<file path="src/spd_pkg.sv">
`default_nettype none

package spd_pkg;

  typedef enum logic [2:0] {
    CLS_UNKNOWN  = 3'd0,
    CLS_MASTER   = 3'd1,
    CLS_SLAVE    = 3'd2,
    CLS_SWEEP    = 3'd3,
    CLS_SPURIOUS = 3'd4,
    CLS_BACKWARD = 3'd5,
    CLS_MISSING  = 3'd6
  } cls_t;

  localparam int unsigned TIME_W = 32;
  localparam int unsigned LEN_W  = 32;
  localparam int unsigned TYPE_W = 4;

  localparam logic [LEN_W-1:0] LEN_LOW  = 32'd2750;
  localparam logic [LEN_W-1:0] LEN_HIGH = 32'd6750;
  localparam int unsigned      LEN_STEP = 500;
  localparam int unsigned      OFS_W    = 12;

  localparam logic signed [TIME_W-1:0] WIN_BACK    = -32'sd400000;
  localparam logic signed [TIME_W-1:0] WIN_REPEAT  = 32'sd1000;
  localparam logic signed [TIME_W-1:0] WIN_SOON    = 32'sd18500;
  localparam logic signed [TIME_W-1:0] WIN_SLAVE   = 32'sd21500;
  localparam logic signed [TIME_W-1:0] WIN_EARLY   = 32'sd70000;
  localparam logic signed [TIME_W-1:0] WIN_SWEEP   = 32'sd350000;
  localparam logic signed [TIME_W-1:0] WIN_MISSING = 32'sd415000;

  // Pulse type of a candidate length, (len - 2750) / 500, found by a row of
  // threshold compares on the offset (at most 4000 for a candidate).
  function automatic logic [TYPE_W-1:0] type_of(input logic [OFS_W-1:0] ofs);
    logic [TYPE_W-1:0] ty;
    ty = '0;
    for (int k = 1; k <= 8; k++) begin
      if (ofs >= OFS_W'(k * LEN_STEP)) begin
        ty = TYPE_W'(k);
      end
    end
    return ty;
  endfunction

endpackage

`default_nettype wire

</file>
<file path="src/sync_pulse_disambiguator_unit.sv">
// Pipeline: each request passes through the input register, then the result register.
// Throughput: one request per cycle while out_tready does not stall the result register; the
// lock state is updated as each request moves from the input register into the result register.
// Reset (rst_n low, synchronous): both pipeline stages empty, block unlocked,
// stored master time and type cleared to zero.
`default_nettype none

module sync_pulse_disambiguator_unit (
  input  wire logic        clk,
  input  wire logic        rst_n,
  input  wire logic        in_tvalid,
  output      logic        in_tready,
  input  wire logic [63:0] in_tdata,   // [31:0] pulse_time, [63:32] pulse_length
  output      logic        out_tvalid,
  input  wire logic        out_tready,
  output      logic [7:0]  out_tdata   // [2:0] pulse_class, [7:3] zero
);

  logic                             s1_valid_r;
  logic [spd_pkg::TIME_W-1:0]       s1_time_r;
  logic [spd_pkg::LEN_W-1:0]        s1_len_r;
  logic                             out_valid_r;
  spd_pkg::cls_t                    cls_r, cls_nxt;
  logic                             locked_r, locked_nxt;
  logic [spd_pkg::TIME_W-1:0]       mtime_r, mtime_nxt;
  logic [spd_pkg::TYPE_W-1:0]       mtype_r, mtype_nxt;

  logic                             advance;
  logic                             cand, strict;
  logic [spd_pkg::OFS_W-1:0]        ofs;
  logic [spd_pkg::TYPE_W-1:0]       ty;
  logic signed [spd_pkg::TIME_W-1:0] diff;
  logic [spd_pkg::TIME_W-1:0]       m3;
  logic [spd_pkg::TIME_W-1:0]       avg;

  assign advance    = !out_valid_r || out_tready;
  assign in_tready  = !s1_valid_r || advance;
  assign out_tvalid = out_valid_r;
  assign out_tdata  = {5'd0, cls_r};

  always_comb begin
    cand   = (s1_len_r >= spd_pkg::LEN_LOW) && (s1_len_r <= spd_pkg::LEN_HIGH);
    strict = (s1_len_r > spd_pkg::LEN_LOW) && (s1_len_r < spd_pkg::LEN_HIGH);
    ofs    = spd_pkg::OFS_W'(s1_len_r - spd_pkg::LEN_LOW);
    ty     = spd_pkg::type_of(ofs);
    diff   = signed'(s1_time_r - mtime_r);
    m3     = (mtime_r << 1) + mtime_r;
    avg    = (m3 >> 2) + (s1_time_r >> 2);
  end

  always_comb begin
    cls_nxt    = spd_pkg::CLS_SPURIOUS;
    locked_nxt = locked_r;
    mtime_nxt  = mtime_r;
    mtype_nxt  = mtype_r;
    if (!locked_r) begin
      if (!cand) begin
        cls_nxt = spd_pkg::CLS_UNKNOWN;
      end else begin
        cls_nxt    = spd_pkg::CLS_MASTER;
        locked_nxt = 1'b1;
        mtime_nxt  = s1_time_r;
        mtype_nxt  = ty;
      end
    end else if (diff < 0 && diff > spd_pkg::WIN_BACK) begin
      cls_nxt = spd_pkg::CLS_BACKWARD;
    end else if (diff < spd_pkg::WIN_REPEAT) begin
      // Repeat of the master, which also covers far-backward differences.
      if (strict && ty != mtype_r) begin
        cls_nxt = spd_pkg::CLS_SPURIOUS;
      end else begin
        cls_nxt   = spd_pkg::CLS_MASTER;
        mtime_nxt = avg;
      end
    end else if (diff < spd_pkg::WIN_SOON) begin
      cls_nxt = spd_pkg::CLS_SPURIOUS;
    end else if (diff < spd_pkg::WIN_SLAVE) begin
      if (cand && (mtype_r[0] == ty[0]) && !(mtype_r[2] && ty[2])) begin
        cls_nxt = spd_pkg::CLS_SLAVE;
      end
    end else if (diff < spd_pkg::WIN_EARLY) begin
      cls_nxt = spd_pkg::CLS_SPURIOUS;
    end else if (diff < spd_pkg::WIN_SWEEP) begin
      cls_nxt = spd_pkg::CLS_SWEEP;
    end else if (cand) begin
      if (mtype_r[0] != ty[0]) begin
        cls_nxt   = spd_pkg::CLS_MASTER;
        mtime_nxt = s1_time_r;
        mtype_nxt = ty;
      end else if (diff > spd_pkg::WIN_MISSING) begin
        // A master was missed: step past it and expect the other axis next.
        cls_nxt   = spd_pkg::CLS_MISSING;
        mtime_nxt = mtime_r + spd_pkg::TIME_W'(1);
        mtype_nxt = {{(spd_pkg::TYPE_W-1){1'b0}}, ~ty[0]};
      end
    end
  end

  always_ff @(posedge clk) begin
    if (!rst_n) begin
      s1_valid_r  <= 1'b0;
      out_valid_r <= 1'b0;
      locked_r    <= 1'b0;
      mtime_r     <= '0;
      mtype_r     <= '0;
    end else begin
      if (in_tready) begin
        s1_valid_r <= in_tvalid;
      end
      if (advance) begin
        out_valid_r <= s1_valid_r;
      end
      if (advance && s1_valid_r) begin
        locked_r <= locked_nxt;
        mtime_r  <= mtime_nxt;
        mtype_r  <= mtype_nxt;
      end
    end
  end

  always_ff @(posedge clk) begin
    if (in_tready && in_tvalid) begin
      s1_time_r <= in_tdata[31:0];
      s1_len_r  <= in_tdata[63:32];
    end
    if (advance && s1_valid_r) begin
      cls_r <= cls_nxt;
    end
  end

endmodule

`default_nettype wire

</file>
<file path="config.mk">
export PLATFORM = sky130hd
export DESIGN_NAME = sync_pulse_disambiguator_unit
export DESIGN_NICKNAME = d
export VERILOG_FILES = /design/src/spd_pkg.sv /design/src/sync_pulse_disambiguator_unit.sv
export SDC_FILE = /design/constraint.sdc
export NUM_CORES = 1
export LEC_CHECK = 0
export ABC_AREA = 1
export ABC_CLOCK_PERIOD_IN_PS = 4200
export BUFFER_PORTS_ARGS = -buffer_cell sky130_fd_sc_hd__buf_2
export CAP_MARGIN = 20
export CORE_MARGIN = 2
export CORE_UTILIZATION = 40
export CTS_BUF_LIST = sky130_fd_sc_hd__clkbuf_16
export CTS_CLUSTER_DIAMETER = 200
export DETAILED_ROUTE_END_ITERATION = 10
export PLACE_DENSITY = 0.62
export SKIP_LAST_GASP = 1
export SLEW_MARGIN = 20
export SYNTH_ARGS = -nofsm -noshare
export SYNTH_HDL_FRONTEND = slang
export SYNTH_SLANG_ARGS = --single-unit
</file>
<file path="constraint.sdc">
create_clock -name clk -period 4.2 [get_ports clk]
set_input_delay 0.63 -clock clk [delete_from_list [all_inputs] [get_ports clk]]
set_output_delay 0.63 -clock clk [all_outputs]
set_load 0.02 [all_outputs]
</file>
Yosys cells after proc, flatten, opt, wreduce, memory -nomap -nowiden
Index checks and enable logic that the tools add are counted.
{"block": "classes", "bitwise": 1, "add_sub_neg": 5, "reduce_logical": 18, "mux": 46, "n_eq_ne": 16, "n_lt_le_gt_ge": 20}
{"cell": "32-bit two-way mux", "count": 12}
{"cell": "32-bit by 20-bit greater-than comparator with 1-bit output, second input constant", "count": 2}
{"cell": "32-bit by 16-bit < comparator with 1-bit output, second input constant", "count": 2}
{"cell": "4-bit two-way mux", "count": 15}
{"cell": "12-bit greater-or-equal comparator, second input constant", "count": 4}
{"cell": "3-bit two-way mux", "count": 12}
{"cell": "32-bit by 1-bit adder with 32-bit output, second input constant", "count": 1}
{"cell": "32-bit adder", "count": 1}
{"cell": "32-bit by 12-bit greater-or-equal comparator with 1-bit output, second input constant", "count": 1}
{"cell": "32-bit by 12-bit greater-than comparator with 1-bit output, second input constant", "count": 1}
{"cell": "32-bit by 13-bit less-or-equal comparator with 1-bit output, second input constant", "count": 1}
{"cell": "32-bit by 1-bit < comparator with 1-bit output, second input constant", "count": 1}
{"cell": "32-bit by 11-bit < comparator with 1-bit output, second input constant", "count": 1}
{"cell": "32-bit by 13-bit < comparator with 1-bit output, second input constant", "count": 1}
{"cell": "32-bit by 18-bit < comparator with 1-bit output, second input constant", "count": 1}
{"cell": "32-bit by 20-bit < comparator with 1-bit output, second input constant", "count": 1}
{"cell": "32-bit subtractor", "count": 1}
{"cell": "30-bit by 30-bit adder with 31-bit output", "count": 1}
{"cell": "12-bit by 11-bit greater-or-equal comparator with 1-bit output, second input constant", "count": 2}
{"cell": "10-bit AND reduction", "count": 2}
{"cell": "3-bit != test, second input constant", "count": 5}
{"cell": "12-bit by 10-bit greater-or-equal comparator with 1-bit output, second input constant", "count": 1}
{"cell": "12-bit by 9-bit greater-or-equal comparator with 1-bit output, second input constant", "count": 1}
{"cell": "2-bit != test, second input constant", "count": 6}
{"cell": "14 further kinds", "count": 30}
{"block": "word_totals", "out_inout_bits": 10, "in_bits": 68, "wordCells": 114, "regBits": 106}

Logic depth before layout (Yosys ltp)
Gate-level depths: netlist of run 1.
{"block": "depth", "word_depth": 21, "depth_mapped": 30}

Worst setup path after synthesis of run 1
Ideal clock, no wire load.
{"block": "synth_timing", "path_type": "flip-flop to flip-flop", "from": "register mtime_r[1] in the netlist's numbering", "to": "register mtime_r[28] in the netlist's numbering", "required_time_ns": 4.087, "path_buffers": 0, "path_stages_with_launch": 30, "t_arrival_ns": 4.098, "setup_time_ns": 0.113, "setup_slack_ns": -0.011, "cell_sequence": "dfxtp_1 ha_1 fa_1 nand2_1 inv_1 nand2_1 nand2_1 a31oi_1 o21ai_0 a31oi_1 o21ai_0 a21boi_0 xnor2_1 ha_1 a21oi_1 o21ai_0 a21oi_1 nand3_1 nand2_1 o211ai_1 a21oi_1 o21ai_0 nand2_1 nand2_1 nand2_1 nand2_1 a21oi_1 nand3_1 nand2_1 nor2_1"}
{"block": "synth_between", "elab_chain_cells": 11}
{"element": "start, declared", "line_no": "sync_pulse_disambiguator_unit.sv:25", "rtl": "logic [spd_pkg::TIME_W-1:0] mtime_r, mtime_nxt;"}
{"element": "start signal, assigned", "line_no": "sync_pulse_disambiguator_unit.sv:115", "rtl": "mtime_r <= mtime_nxt;"}
{"element": "branches (longest 11 deep; another with 32-bit subtractor)"}
Several ways; the timed one is not identified. The select of a mux whose other input is x is not followed.
A chain may end at the register's enable or synchronous reset.

Final worst setup path of run 1
Same ends and word-level chain as after synthesis.

==> flow_summary.ini, run 1 <==
[timing]
worst_clock_skew_ps = 18.2
worst_slew_pin_slew_ps = 996
finalCriticalPeriod_ps = 4300
maxSlewViolCount = 0
hold_viol = 0
max_freq_mhz = 233
setup_ws_ps = -95.9
holdWs_ps = 414
maxSlewHeadroom_pct = 33.6
post-route-period-util_pct = 102
rsz0062_at_grt = true
setup_violations = 3

[power]
p_int_w = 0.00184
ir_worst_vdd_uv = 171
share_comb_of_total_power_pct = 27.2
p_per_area_mw_per_mm2 = 198
switching_share_pct = 35.4
leakage_nw = 7.18
switching_power_w = 0.00101
finalPower_w = 0.00284
seqPwrFrac_pct = 41.7
p_clk_share_pct = 31.1

[clock_network]
cts_tree = done
cts_hold_buffers = 0
cts.sinks = 106
clk_pin_slew_ps = 90
clock-root-buffer = clkbuf_16
worstSkewPairLatency_ps = 380
numCtsBuffers = 9
htreeDepth = 3
clockBufferDepth = 2

[floorplanning]
dieArea_sq_mm = 0.0307
die_w_um = 175
die_y_um = 175
core_sq_mm = 0.0288
io_pins = 78
start_util_pct = 40.7
rows = 62

[placement]
dp_hpwl_um = 29600
pre_cts_ws_ps = -512
dp_cells = 2435
gp_congestion = 0.931
port_buffers = 72

[global_routing]
grt_pass1_vias = 12000
grt_use_total_pct = 25.1
grt_max_degree = 38
overflow = 0
grt_pass1_wl_um = 61700
antenna_found_initial = 0

[synthesis]
async_flop_share_pct = 0
yosysWarnings = 0
ys_types = 52
synth_top_cell_by_area = nand2_1
netlist_instances = 1878
yosys.area.top_type_share_pct = 19.4
yosys-top-cells-area = nand2_1, edfxtp_1, ha_1
syn_avg_cell_area_sq_um = 6.24
synth-seq-cells = 106
synth-edff-count = 67
synth_flop_cell = edfxtp_1
yosysSeqAreaShare_pct = 23.8
syn_area_sq_mm = 0.0117

[setup_path]
crit_top_cell = nand2_1
crit_type = reg -> reg
slowest_delay_ps = 370
path_max_fanout = 4
arrival_ps = 4570
startpoint_type = flip-flop
critPathSlowestCell = dfxtp_4
cp-end-kind = flip-flop
worstPathRequired_ps = 4470

[final_layout]
final_layout_size_suffix_gt1_share_pct = 17.1
fin_nets = 2246
n_antenna_cell = 0
syn_to_final_growth_pct = 22.5
fin_cells = 2470

[detailed_routing]
viasPerCell = 5.16
final_antenna_net_count = 0
drc = 0
vias = 12700
drt_iter0_drc = 886
firstDrtPassIters = 7
wirelength_um = 38800
wl_per_cell_um = 15.7

[outcome]
failed_checks = setup timing
outcome = finished with violations

[job]
drv_cap = 0

[hold_path]
holdCritPathClass = in -> reg
[through the flow]
step | util, % | cell area (sq um) | TNS [ps]
2_1_floorplan | - | 11700 | 0
3_3_place_gp | 46.7 | 13400 | -2670
3_5_place_dp | 46.7 | 13400 | -3770
4_1_cts | 48.2 | 13900 | -151
5_1_grt | 49.9 | 14400 | -2680
6_report | 49.9 | 14400 | -203
[Yosys cell counts, drive strengths merged, types with 3 or more instances]
cell	number
inv	235
clkinv	4
o211ai	9
o21bai	5
ha	94
o21ai	72
edfxtp	67
nor2	219
xor2	69
a31oi	14
a21o	4
or2	3
nand3	134
fa	3
nand4	25
buf	27
dfxtp	39
xnor2	28
clkbuf	8
a21boi	6
nand2	616
nor3	25
nor4	8
a21oi	148
[flip-flops by register name (all words and copies together) (netlist names)]
name        cells
mtype_r         4
mtime_r        32
cls_r           3
out_tvalid      1
s1_len_r       32
s1_valid_r      1
s1_time_r      32
locked_r        1
[layer usage]
| metal | vias to the layer above | GRT usage (%) | wire [um] |
|---|---|---|---|
| met5 | - | 0 | 0 |
| met4 | 0 | 8.65 | 900 |
| met3 | 45 | 4.07 | 2460 |
| met2 | 376 | 38.8 | 16800 |
| met1 | 5801 | 35.5 | 18600 |
| li1 | 6521 | - | - |
[critical path, delay by kind of cell (launching register included)]
kind,cells,cell delay (ps)
XOR/XNOR,1,160
flip-flops,1,370
buffers and inverters,1,50
adder cells (fa/ha/maj),3,850
AND/OR/NAND/NOR,16,1460
AO/OA/AOI/OAI,8,1310
[timing repair]
| item | in CTS | in global routing |
|---|---|---|
| setup buffers | 4 | 14 |
| cloned | 1 | 0 |
| endpoints found under the setup margin | 22 | 33 |
| gates resized for setup | 35 | 85 |
| pin swaps | 13 | 38 |
[layout make-up]
type | instances | area (sq um)
Fill cell | 2921 | 14400
Multi-Input combinational cell | 1503 | 8320
Sequential cell | 106 | 2800
Timing Repair Buffer | 222 | 1570
Inverter | 239 | 897
Tap cell | 384 | 480
Clock buffer | 9 | 225
Clock inverter | 7 | 67.6
[layout by cell type (no fill, tap or decap), drive strengths merged, types with 14 or more instances in the layout]
| cell | Yosys | layout |
|---|---|---|
| edfxtp | 67 | 67 |
| a21oi | 148 | 149 |
| nand2 | 616 | 616 |
| nor3 | 25 | 25 |
| xor2 | 69 | 69 |
| nand4 | 25 | 25 |
| nand3 | 134 | 134 |
| xnor2 | 28 | 28 |
| buf | 27 | 222 |
| o21ai | 72 | 72 |
| ha | 94 | 94 |
| dfxtp | 39 | 39 |
| a31oi | 14 | 14 |
| nor2 | 219 | 219 |
| inv | 235 | 239 |
[path summary, 6_finish.rpt]
path,from,end,slack (ps),depth (start not counted)
setup / recovery,mtime_r[1],mtime_r[28],-100,29
hold / removal,in_tdata[14],s1_time_r[14],410,1
setup reg to reg,mtime_r[1],mtime_r[28],-100,29
hold reg to reg,out_tvalid,out_tvalid,510,2
[power groups by stage]
stage                     Clock (W)  Combinational (W)  Sequential, W
after CTS                  0.000894           0.000741        0.00119
final                      0.000884           0.000774        0.00119
after global placement            0           0.000725        0.00121
after global routing       0.000929           0.000867        0.00119
after floorplan                   0           0.000497        0.00120
after detailed placement          0           0.000733        0.00121
[logic make-up (layout without fill, tap and decap cells)]
logic type,count (synthesis),count (layout),share of synthesized area (%)
other cells,1,5,0.0320
buf+inv,274,477,9.31
fa+ha+maj,97,97,10.5
compound gates,269,270,12.6
simple gates,1034,1034,36.4
xor+xnor,97,97,7.37
flops,106,106,23.8
Power figures use the tool's default switching activity.
==> inputs of run 2 (changes only) <==
--- a/config.mk
+++ b/config.mk
@@ -14,6 +14,7 @@
 export CTS_BUF_LIST = sky130_fd_sc_hd__clkbuf_16
 export CTS_CLUSTER_DIAMETER = 200
 export DETAILED_ROUTE_END_ITERATION = 10
+export MAX_ROUTING_LAYER = met4
 export PLACE_DENSITY = 0.62
 export SKIP_LAST_GASP = 1
 export SLEW_MARGIN = 20
==> run 2 against run 1 <==
  * The flow still finishes with violations (setup timing)
  * Combinational power decreased by 0.8%
  * Register-to-register slack improved by 70 ps
  * Critical path type unchanged
  * Final area increased by 1.2%
  * Clock skew decreased by 5.7 ps
  * Maximum frequency increased by 1.7%
  * Via count decreased by 0.51%
  * Critical endpoint unchanged
  * Sequential share of layout area decreased by 0.23 points
  * Clock power increased by 8.1%
==> flow_summary.ini, run 2 (same netlist as run 1, synthesis figures left out) <==
[outcome]
outcome = finished with violations
failed_checks = setup timing

[global_routing]
grt_max_degree = 38
overflow = 0
antenna_found_initial = 0
grt_pass1_wl_um = 60300
grt_pass1_vias = 11900
grt_use_total_pct = 25.3

[setup_path]
crit_top_cell = nand2_1
crit_type = reg -> reg
path_max_fanout = 4
worstPathRequired_ps = 4470
startpoint_type = flip-flop
cp-end-kind = flip-flop
slowest_delay_ps = 380
arrival_ps = 4500
critPathSlowestCell = fa_2

[detailed_routing]
wl_per_cell_um = 15.5
drt_iter0_drc = 888
firstDrtPassIters = 5
drc = 0
final_antenna_net_count = 0
vias = 12700
viasPerCell = 5.10
wirelength_um = 38500

[timing]
holdWs_ps = 422
finalCriticalPeriod_ps = 4230
worst_slew_pin_slew_ps = 929
final.setup.tns_ps = -25.9
hold_viol = 0
rsz0062_at_grt = true
post-route-period-util_pct = 101
setup_violations = 1
worst_clock_skew_ps = 12.4
maxSlewHeadroom_pct = 38.1
setup_ws_ps = -25.9
max_freq_mhz = 237
maxSlewViolCount = 0

[power]
p_per_area_mw_per_mm2 = 200
finalPower_w = 0.00291
leakage_nw = 7.27
ir_worst_vdd_uv = 180

[floorplanning]
io_pins = 78
dieArea_sq_mm = 0.0307
rows = 62
core_sq_mm = 0.0288
start_util_pct = 40.7
die_w_um = 175
die_y_um = 175

[clock_network]
numCtsBuffers = 9
clockBufferDepth = 2
cts_tree = done
clk_pin_slew_ps = 90
htreeDepth = 3
cts_hold_buffers = 0
cts.sinks = 106
clock-root-buffer = clkbuf_16
worstSkewPairLatency_ps = 380

[job]
drv_cap = 0

[final_layout]
fin_nets = 2261
fill_cells = 2905
fin_area_sq_mm = 0.0145
final_common_cell = nand2_1
syn_to_final_growth_pct = 23.9
reg.largest.list = mtime_r: 32 flops, s1_len_r: 32 flops, s1_time_r: 32 flops
final_layout_size_suffix_gt1_share_pct = 17.9
layout_common_cells = nand2_1, inv_1, nor2_1
n_antenna_cell = 0

[hold_path]
holdCritPathClass = in -> reg

[placement]
port_buffers = 72
dpl_cell_area_sq_mm = 0.0135
dp_hpwl_um = 29600
pre_cts_ws_ps = -483
gp_congestion = 0.961
==> run 2: final timing paths <==
check / startpoint / end / slack [ps] / depth (start not counted)
max: mtime_r[1] / mtime_r[28] / -30 / 30
min: in_tdata[16] / s1_time_r[16] / 420 / 1
max reg2reg: mtime_r[1] / mtime_r[28] / -30 / 30
min reg2reg: out_tvalid / out_tvalid / 520 / 2
==> run 2: worst max-delay path: cells and delay by family (launching register included) <==
kind            cells  cell delay [ps]
flops               1              360
buf+inv             4              390
fa+ha+maj           2              660
xor+xnor            1              110
compound gates      9             1610
simple gates       14              980
==> run 2: final cells by class <==
class                   count  area [sq um]  share of cell area, %
multi-input cells        1503          8330                   57.3
repair buffers            237          1690                   11.7
flip-flops and latches    106          2800                   19.3
clock inverters             7           103                  0.706
well taps                 384           480                   3.31
clock buffers               9           225                   1.55
inverters                 239           897                   6.17
==> run 2: metrics by stage <==
| stage | util (%) | instances |
|---|---|---|
| floorplan | - | 1882 |
| global placement | 46.8 | 2442 |
| detailed placement | 46.8 | 2442 |
| CTS | 48.6 | 2465 |
| global route | 50.5 | 2485 |
| finish | 50.5 | 2485 |
==> run 2: what timing repair did <==
item,CTS,global route
pin swaps,21,39
hold endpoints to repair,0,0
gates resized for setup,44,76
setup buffers,7,20
endpoints found under the setup margin,12,32
gates cloned,0,1
==> run 2: where the power goes <==
group | switching [W] | total [W] | internal, W
sequential | 0.0000384 | 0.00119 | 0.00115
combinational | 0.000499 | 0.000768 | 0.000269
clock | 0.000470 | 0.000956 | 0.000486
==> run 2: layer usage <==
metal / up-vias / global-route usage, % / routed length (um)
met2: 359 / 38.3 / 16300
met5: - / - / 0
met1: 5706 / 35.3 / 18700
met3: 60 / 3.37 / 2220
met4: 0 / 7.40 / 1190
li1: 6553 / - / -
